--- src/rtl/core/tcs_pkg.sv ---
package tcs_pkg;

	typedef enum logic [1:0] {
		PH_SILENCE = 2'd0,
		PH_TONE_A  = 2'd1,
		PH_TONE_B  = 2'd2
	} phase_t;

	typedef enum logic [2:0] {
		STEP_LEAVE_OFF   = 3'd0,
		STEP_LEAVE_ON    = 3'd1,
		STEP_TURN_ON     = 3'd2,
		STEP_TURN_OFF    = 3'd3,
		STEP_CHANGE_FREQ = 3'd4
	} step_code_t;

	typedef enum logic [1:0] {
		REG_TONE_A_LENGTH    = 2'd0,
		REG_TONE_B_LENGTH    = 2'd1,
		REG_SILENCE_SHORTEST = 2'd2,
		REG_SILENCE_LONGEST  = 2'd3
	} reg_index_t;

	localparam logic ACTION_TICK  = 1'b0;
	localparam logic ACTION_START = 1'b1;

	localparam logic [15:0] TONE_A_LENGTH_RST    = 16'd2000;
	localparam logic [15:0] TONE_B_LENGTH_RST    = 16'd0;
	localparam logic [15:0] SILENCE_SHORTEST_RST = 16'd4000;
	localparam logic [15:0] SILENCE_LONGEST_RST  = 16'd4000;

endpackage

--- src/rtl/core/tone_cadence_sequencer.sv ---
// Flow: a tick request enters the input register when it is accepted, and its result
// moves to the output register once that is free; a start request gives no result.
// Throughput: one request per cycle unless a tick waits on a stalled output.
// Reset: arst_n clears the cadence state and both pipeline stages at once and loads the
// timing registers with their defaults.
module tone_cadence_sequencer
	import tcs_pkg::*;
(
	input  logic        clk,
	input  logic        arst_n,
	input  logic        s_axis_tvalid,
	output logic        s_axis_tready,
	input  logic [55:0] s_axis_tdata,  // now_ms[31:0], repeat_mode[32], random_draw[48:33]
	input  logic        s_axis_tuser,  // action
	output logic        m_axis_tvalid,
	input  logic        m_axis_tready,
	output logic [7:0]  m_axis_tdata,  // step_code[2:0], tone_b_selected[3]
	input  logic        cfg_valid,
	output logic        cfg_ready,
	input  logic [1:0]  cfg_index,
	input  logic [15:0] cfg_data
);

	logic [15:0] tone_a_q;
	logic [15:0] tone_b_q;
	logic [15:0] sil_min_q;
	logic [15:0] sil_max_q;

	logic        running_q;
	logic        repeat_q;
	logic        sounding_q;
	phase_t      phase_q;
	logic [31:0] deadline_q;

	logic        running_d;
	logic        repeat_d;
	logic        sounding_d;
	phase_t      phase_d;
	logic [31:0] deadline_d;

	logic        valid_s1;
	logic        action_s1;
	logic [31:0] now_s1;
	logic        rep_s1;
	logic [16:0] sil_len_s1;

	logic        valid_s2;
	step_code_t  code_s2;
	logic        tone_b_s2;

	logic        in_accept;
	logic        s1_advance;
	logic        s1_tick;
	logic [15:0] span;
	logic [31:0] product;
	logic [16:0] sil_len;
	logic        reached;
	logic [16:0] next_len;
	step_code_t  code_d;

	assign cfg_ready = 1'b1;

	always_ff @(posedge clk or negedge arst_n) begin
		if (!arst_n) begin
			tone_a_q  <= TONE_A_LENGTH_RST;
			tone_b_q  <= TONE_B_LENGTH_RST;
			sil_min_q <= SILENCE_SHORTEST_RST;
			sil_max_q <= SILENCE_LONGEST_RST;
		end else if (cfg_valid) begin
			unique case (reg_index_t'(cfg_index))
				REG_TONE_A_LENGTH:    tone_a_q  <= cfg_data;
				REG_TONE_B_LENGTH:    tone_b_q  <= cfg_data;
				REG_SILENCE_SHORTEST: sil_min_q <= cfg_data;
				REG_SILENCE_LONGEST:  sil_max_q <= cfg_data;
				default: ;
			endcase
		end
	end

	// The silence length depends only on the request and the timing registers, so it is
	// worked out on the way into the input register.
	assign span    = (sil_max_q > sil_min_q) ? (sil_max_q - sil_min_q) : 16'd0;
	assign product = s_axis_tdata[48:33] * span;
	assign sil_len = {1'b0, sil_min_q} + {1'b0, product[31:16]};

	assign s1_advance    = valid_s1 && ((action_s1 == ACTION_START) || !valid_s2 || m_axis_tready);
	assign s1_tick       = s1_advance && (action_s1 == ACTION_TICK);
	assign s_axis_tready = !valid_s1 || s1_advance;
	assign in_accept     = s_axis_tvalid && s_axis_tready;

	always_ff @(posedge clk or negedge arst_n) begin
		if (!arst_n) begin
			valid_s1 <= 1'b0;
		end else if (s_axis_tready) begin
			valid_s1 <= s_axis_tvalid;
		end
	end

	always_ff @(posedge clk) begin
		if (in_accept) begin
			action_s1  <= s_axis_tuser;
			now_s1     <= s_axis_tdata[31:0];
			rep_s1     <= s_axis_tdata[32];
			sil_len_s1 <= sil_len;
		end
	end

	assign reached = now_s1 >= deadline_q;

	always_comb begin
		unique case (phase_q)
			PH_TONE_A: next_len = {1'b0, tone_b_q};
			PH_TONE_B: next_len = sil_len_s1;
			default:   next_len = {1'b0, tone_a_q};
		endcase
	end

	always_comb begin
		running_d  = running_q;
		repeat_d   = repeat_q;
		sounding_d = sounding_q;
		phase_d    = phase_q;
		deadline_d = deadline_q;
		priority if (action_s1 == ACTION_START) begin
			running_d  = 1'b1;
			repeat_d   = rep_s1;
			sounding_d = 1'b1;
			phase_d    = PH_TONE_A;
			deadline_d = 32'd0;
		end else if (!running_q) begin
		end else if (deadline_q == 32'd0) begin
			deadline_d = now_s1 + {16'd0, tone_a_q};
		end else if (reached) begin
			unique case (phase_q)
				PH_TONE_A: begin
					phase_d    = PH_TONE_B;
					sounding_d = 1'b1;
					deadline_d = now_s1 + {15'd0, next_len};
				end
				PH_TONE_B: begin
					phase_d    = PH_SILENCE;
					sounding_d = 1'b0;
					if (repeat_q) begin
						deadline_d = now_s1 + {15'd0, next_len};
					end else begin
						running_d  = 1'b0;
						deadline_d = 32'd0;
					end
				end
				default: begin
					phase_d    = PH_TONE_A;
					sounding_d = 1'b1;
					deadline_d = now_s1 + {15'd0, next_len};
				end
			endcase
		end
	end

	always_comb begin
		priority if (!running_q) begin
			code_d = STEP_LEAVE_OFF;
		end else if (deadline_q == 32'd0) begin
			code_d = STEP_TURN_ON;
		end else if (!reached) begin
			code_d = sounding_q ? STEP_LEAVE_ON : STEP_LEAVE_OFF;
		end else if (!running_d) begin
			code_d = STEP_LEAVE_OFF;
		end else if (sounding_d && !sounding_q) begin
			code_d = STEP_TURN_ON;
		end else if (!sounding_d && sounding_q) begin
			code_d = STEP_TURN_OFF;
		end else if (sounding_d && (phase_d != phase_q)) begin
			code_d = STEP_CHANGE_FREQ;
		end else if (sounding_d) begin
			code_d = STEP_LEAVE_ON;
		end else begin
			code_d = STEP_LEAVE_OFF;
		end
	end

	always_ff @(posedge clk or negedge arst_n) begin
		if (!arst_n) begin
			running_q  <= 1'b0;
			repeat_q   <= 1'b0;
			sounding_q <= 1'b0;
			phase_q    <= PH_SILENCE;
			deadline_q <= 32'd0;
		end else if (s1_advance) begin
			running_q  <= running_d;
			repeat_q   <= repeat_d;
			sounding_q <= sounding_d;
			phase_q    <= phase_d;
			deadline_q <= deadline_d;
		end
	end

	always_ff @(posedge clk or negedge arst_n) begin
		if (!arst_n) begin
			valid_s2 <= 1'b0;
		end else if (s1_tick) begin
			valid_s2 <= 1'b1;
		end else if (m_axis_tready) begin
			valid_s2 <= 1'b0;
		end
	end

	always_ff @(posedge clk) begin
		if (s1_tick) begin
			code_s2   <= code_d;
			tone_b_s2 <= (phase_d == PH_TONE_B);
		end
	end

	assign m_axis_tvalid = valid_s2;
	assign m_axis_tdata  = {4'd0, tone_b_s2, code_s2};

	a_idle_clean: assert property (@(posedge clk) disable iff (!arst_n)
		!running_q |-> (!sounding_q && (phase_q == PH_SILENCE) && (deadline_q == 32'd0)))
		else $error("idle sequencer holds stale cadence state");

	a_sound_phase: assert property (@(posedge clk) disable iff (!arst_n)
		sounding_q == (phase_q != PH_SILENCE))
		else $error("sounding flag disagrees with phase");

	a_tick_result: assert property (@(posedge clk) disable iff (!arst_n)
		s1_tick |=> valid_s2)
		else $error("tick request left no result");

endmodule

--- config.mk ---
export PLATFORM = sky130hd
export DESIGN_NAME = tone_cadence_sequencer
export DESIGN_NICKNAME = d
export VERILOG_FILES = /design/src/rtl/core/tcs_pkg.sv /design/src/rtl/core/tone_cadence_sequencer.sv
export SDC_FILE = /design/constraint.sdc
export NUM_CORES = 1
export LEC_CHECK = 0
export ABC_CLOCK_PERIOD_IN_PS = 17000
export BUFFER_PORTS_ARGS = -buffer_cell sky130_fd_sc_hd__buf_2
export CAP_MARGIN = 15
export CORE_ASPECT_RATIO = 1.1
export CORE_MARGIN = 1
export CORE_UTILIZATION = 60
export CTS_BUF_LIST = sky130_fd_sc_hd__clkbuf_4 sky130_fd_sc_hd__clkbuf_8
export DETAILED_ROUTE_END_ITERATION = 12
export GPL_ROUTABILITY_DRIVEN = 0
export HOLD_SLACK_MARGIN = 0.08
export PLACE_DENSITY_LB_ADDON = 0.15
export SLEW_MARGIN = 20
export SYNTH_ARGS = -nofsm -noshare
export SYNTH_HDL_FRONTEND = slang
export SYNTH_SLANG_ARGS = --single-unit
--- constraint.sdc ---
create_clock -name clk -period 17 [get_ports clk]
set_input_delay 2.55 -clock clk [delete_from_list [all_inputs] [get_ports clk]]
set_output_delay 2.55 -clock clk [all_outputs]
set_load 0.02 [all_outputs]
Word level (Yosys, flattened, before mapping). Index checks and enable logic that the tools add are counted.

$add $sub $neg: 4. Multipliers: 1. Magnitude comparators: 2. Equality and inequality tests: 7. Multiplexer cells: 34. Bitwise logic cells: 2. Reduce and logical (&&, ||, !) cells: 25.

Operator list (count): $mux 32 (6); $pmux 17 s2 (1); $add 32x16->32 (1); $add 32x17->32 (1); $ge 32x32->1 (1); $logic_not 32->1 (1); $mul 16x16->32 (1); $add 16x16->17 (1); $gt 16x16->1 (1); $mux 16 (1); $sub 16x16->16 (1); $mux 1 (15); $mux 3 (5); $mux 2 (5); $reduce_and 2->1 (5); $eq 2x2->1 const B (4); $logic_and 1x1->1 (6); $eq 2x1->1 const B (2); $logic_not 1->1 (4); $pmux 2 s2 (1); $reduce_bool 2->1 (2); $logic_or 1x1->1 (3); $reduce_and 3->1 (1); $reduce_bool 3->1 (1); other kinds (4) (5).

Register bits: 158. Input port bits: 80. Output and inout bits: 11. Logic and storage cells: 93.

Depth between registers and ports, before layout.
Depth after elaboration: 14. Gate-level depth with buffers: 44. Depth with buffers taken out: 44.

Least setup slack after synthesis. OpenSTA, ideal clock, no wires.

Kind: input -> register. Start point: in s_axis_tdata[46]. End point: reg sil_len_s1[15] (data pin). Setup time: 0.258 ns. Data arrival time: 9.328 ns. Required time: 16.742 ns. Path slack: 7.414 ns. Cell stages on the path: 29. Path buffers: 1. Cell sequence: clkbuf_1 -> nand2_1 -> fa_1 -> fa_1 -> inv_1 -> fa_1 -> fa_1 -> fa_1 -> inv_1 -> fa_1 -> inv_1 -> ha_1 -> nand4_1 -> nor2_1 -> a221oi_1 -> nand2_1 -> a221oi_1 -> a21oi_1 -> or2_1 -> a21oi_1 -> xnor2_1 -> ha_1 -> and3_1 -> a211oi_2 -> o21bai_1 -> a21o_1 -> a211o_1 -> a21oi_1 -> xnor2_1.

Longest elaborated chain between the ends: 2.

RTL lines: start, declared (line tone_cadence_sequencer.sv:13) `input logic [55:0] s_axis_tdata,`; $mul 16x16->32 (line tone_cadence_sequencer.sv:83) `assign product = s_axis_tdata[48:33] * span;`; $add 16x16->17 (line tone_cadence_sequencer.sv:84) `assign sil_len = {1'b0, sil_min_q} + {1'b0, product[31:16]};`; named net sil_len[15] (line tone_cadence_sequencer.sv:56) `logic [16:0] sil_len;`; end signal, assigned (line tone_cadence_sequencer.sv:104) `sil_len_s1 <= sil_len;`; end, declared (line tone_cadence_sequencer.sv:45) `logic [16:0] sil_len_s1;`.

The timed path passes the listed nets, and every way through them passes these cells. A chain may end at the register's enable or synchronous reset.

Final worst setup path.
Start point: reg sil_min_q[0]. End point: reg sil_len_s1[16] (data pin).

Longest elaborated chain between the ends: 4. Elaborated cells on any way between the ends: 5. Those cells by class: add/sub: 2; mul: 1; order compare: 1; mux: 1.

RTL lines: start, declared (line tone_cadence_sequencer.sv:26) `logic [15:0] sil_min_q;`; start signal, assigned (line tone_cadence_sequencer.sv:73) `REG_SILENCE_SHORTEST: sil_min_q <= cfg_data;`; $sub 16x16->16 or $gt 16x16->1 (tied branches) (line tone_cadence_sequencer.sv:82) `assign span = (sil_max_q > sil_min_q) ? (sil_max_q - sil_min_q) : 16'd0;`; $mux 16 (line tone_cadence_sequencer.sv:82); $mul 16x16->32 (line tone_cadence_sequencer.sv:83); $add 16x16->17 * (line tone_cadence_sequencer.sv:84); named net sil_len[16] (line tone_cadence_sequencer.sv:56).

The timed path passes the listed nets; every way through them passes the cells marked *.

==> out/metrics.cfg <==
[timing]
fin_skew_ns=0.0135
hold_viol=0
rsz0062_at_grt=false
setup-violations-final=0
post-route-period-util_pct=64.0
slew_headroom_pct=31.8
drv_slew=0
fmax_mhz=92.0
worst_slew_pin_slew_ns=1.02
setup_slack_ns=6.13
final.min_clock_period_ns=10.87
setup-tns-final_ns=0

[synthesis]
synthArstFlopShare_pct=65.2
netlist_top_cells_area=fa_1 21%, ha_1 14%, dfrtp_1 11%, edfxtp_1 8.9%, inv_1 6.0%
synth_ff_type=dfrtp_1
synth-edff-count=55
ys_seq_elements=158
synth_top_cell_by_area=fa_1
synthDistinctLibCells=79
yosysTopAreaCellShare_pct=21.2
syn_area_per_cell_sq_um=9.40
syn_area_sq_um=18600
netlist_instances=1979
yosysSeqAreaShare_pct=22.9
ys_warn_count=0

[setup_path]
cp_slowest_cell=and2_1
crit_arrival_ns=11.10
required_ns=17.22
end_kind=register
critical_path_class=register to register
crit_top_cell=fa_1
crit_path_start_kind=register
critPathMaxFanout=57
slowest_delay_ns=0.64

[final_layout]
drive_gt1_share_pct=11.3
mostFrequentLayoutCells=297 x inv_1, 215 x nand2_1, 204 x ha_1
nets=2506
area_delta_synth_final_pct=6.24
final_common_cell=inv_1

[cts]
worstSkewPairLatency_ns=0.48
cts_hold_buf=0
cts_htree_levels=4
cts_resized=0
cts_root_buf=clkbuf_8
clkTransAtPathRegs_ns=0.09
cts_tree=built
post_cts_buffers=0
ctsLongestPathBuffers=2
cts_made_buffers=17
cts.sinks=158

[global_routing]
grt_pass1_vias=14900
grt.met3_usage_pct=3.05
use_met1_pct=34.5
grt_max_degree=68
grt_usage_pct=29.1
busiest_layer=met2
grt_pass1_wl_um=72900
met2_usage_pct=52.7
grt-ovfl-total=0
antenna_found_initial=1

[drt]
vias_per_cell=5.81
drt_iter0_drc=685
ant_nets=0
detail_route.wl_per_cell_um=17.7
route.detailed.drc=0
num_vias=14200
first_pass_iters=5
drt-total-wl_um=43400

[die]
dieArea_sq_um=31700
pin_count=91
dieHeight_um=187
initial_core_util_pct=60.9
rows=67
core-area_sq_um=30500
die_x_um=170

[place]
portBuffers=78
preCtsSetupSlack_ns=6.20
dp_hpwl_um=34000

[outcome]
status=completed

[worst_hold_path]
hold_path_class=register to register

[job]
cap_viol_max_count=0

-- per-stage QoR --
step | utilization, % | hold slack, ns | instance area [sq um] | instances
floorplan | - | 0.455 | 18600 | 1982
global placement | 63.4 | 0.468 | 19400 | 2420
detailed placement | 63.4 | 0.476 | 19400 | 2420
CTS | 64.7 | 0.498 | 19800 | 2452
global route | 64.7 | 0.520 | 19800 | 2452
finish | 64.7 | 0.495 | 19800 | 2453
-- synthesized netlist by cell type (4+ instances only) --
cell type / number
inv_1: 297
nand2_1: 215
ha_1: 204
fa_1: 197
and2_1: 86
dfrtp_1: 85
nor2_1: 73
o21ai_0: 73
a21oi_1: 72
nand3_1: 70
mux2_2: 65
clkbuf_1: 56
edfxtp_1: 55
xnor2_1: 47
and3_1: 33
a21o_1: 31
xor2_1: 25
nor3_1: 22
nand4_1: 19
dfstp_2: 18
a22oi_1: 16
nor2b_1: 16
nand2b_1: 13
nor4_1: 13
o21a_1: 12
o21ai_1: 10
a211oi_1: 9
buf_2: 9
a32oi_1: 8
or4_1: 8
a31oi_1: 7
a22o_1: 6
buf_4: 6
nor3b_1: 6
o211ai_1: 6
o21bai_1: 6
o31ai_1: 6
a221oi_1: 4
and4_1: 4
o31a_1: 4
or3_1: 4
-- state kept, by name, summed over array words and instances (netlist names) --
signal and cells:
deadline_q 32, repeat_q 1, sil_len_s1 17, rep_s1 1
code_s2 3, tone_a_q 16, tone_b_q 16, now_s1 32
m_axis_tvalid 1, sil_max_q 16, phase_q 2, valid_s1 1
tone_b_s2 1, action_s1 1, running_q 1, sil_min_q 16
sounding_q 1
-- layer usage --
metal | wire length [um] | share of wire [%]
met5 | 0 | 0
met4 | 1740 | 4.0
met3 | 1900 | 4.4
met2 | 22500 | 52
met1 | 17400 | 40
-- cells by family after synthesis --
kind of cell / share of synthesized area (%)
multiplexers: 4.04
buffers and inverters: 7.63
other: 0.0404
flip-flops: 22.9
AND/OR/NAND/NOR: 15.8
XOR/XNOR: 3.39
adder cells (fa/ha/maj): 34.9
AO/OA/AOI/OAI: 11.3
-- final cells by class --
class | count | area, sq um
Clock buffer | 17 | 234
Tap cell | 414 | 518
Clock inverter | 15 | 163
Sequential cell | 158 | 4250
Inverter | 297 | 1110
Timing Repair Buffer | 96 | 528
Antenna cell | 1 | 2.50
Multi-Input combinational cell | 1455 | 12900
Fill cell | 2536 | 10800
-- worst max-delay path, delay by kind of cell (launching register included) --
kind / cells / cell delay, ns
DFF: 1 / 0.42
AOI/OAI and AO/OA: 14 / 3.73
and+or+nand+nor: 6 / 1.43
adders and majority gates: 10 / 3.99
buffers and inverters: 7 / 0.82
xor gates and xnor gates: 1 / 0.21
-- final timing paths --
path                               from        endpoint  slack, ns  depth (start not counted)
setup / recovery           sil_min_q[0]  sil_len_s1[16]       6.13                         38
hold / removal                   rep_s1        repeat_q       0.50                          1
setup reg to reg           sil_min_q[0]  sil_len_s1[16]       6.13                         38
hold reg to reg                  rep_s1        repeat_q       0.50                          1
max in group asynchronous        arst_n    tone_a_q[14]      13.74                          2
min in group asynchronous        arst_n        valid_s1       2.02                          1
Power is left out: the tool's default activity adds up to more than one toggle a clock period on the data nets, which glitch-free logic cannot reach.
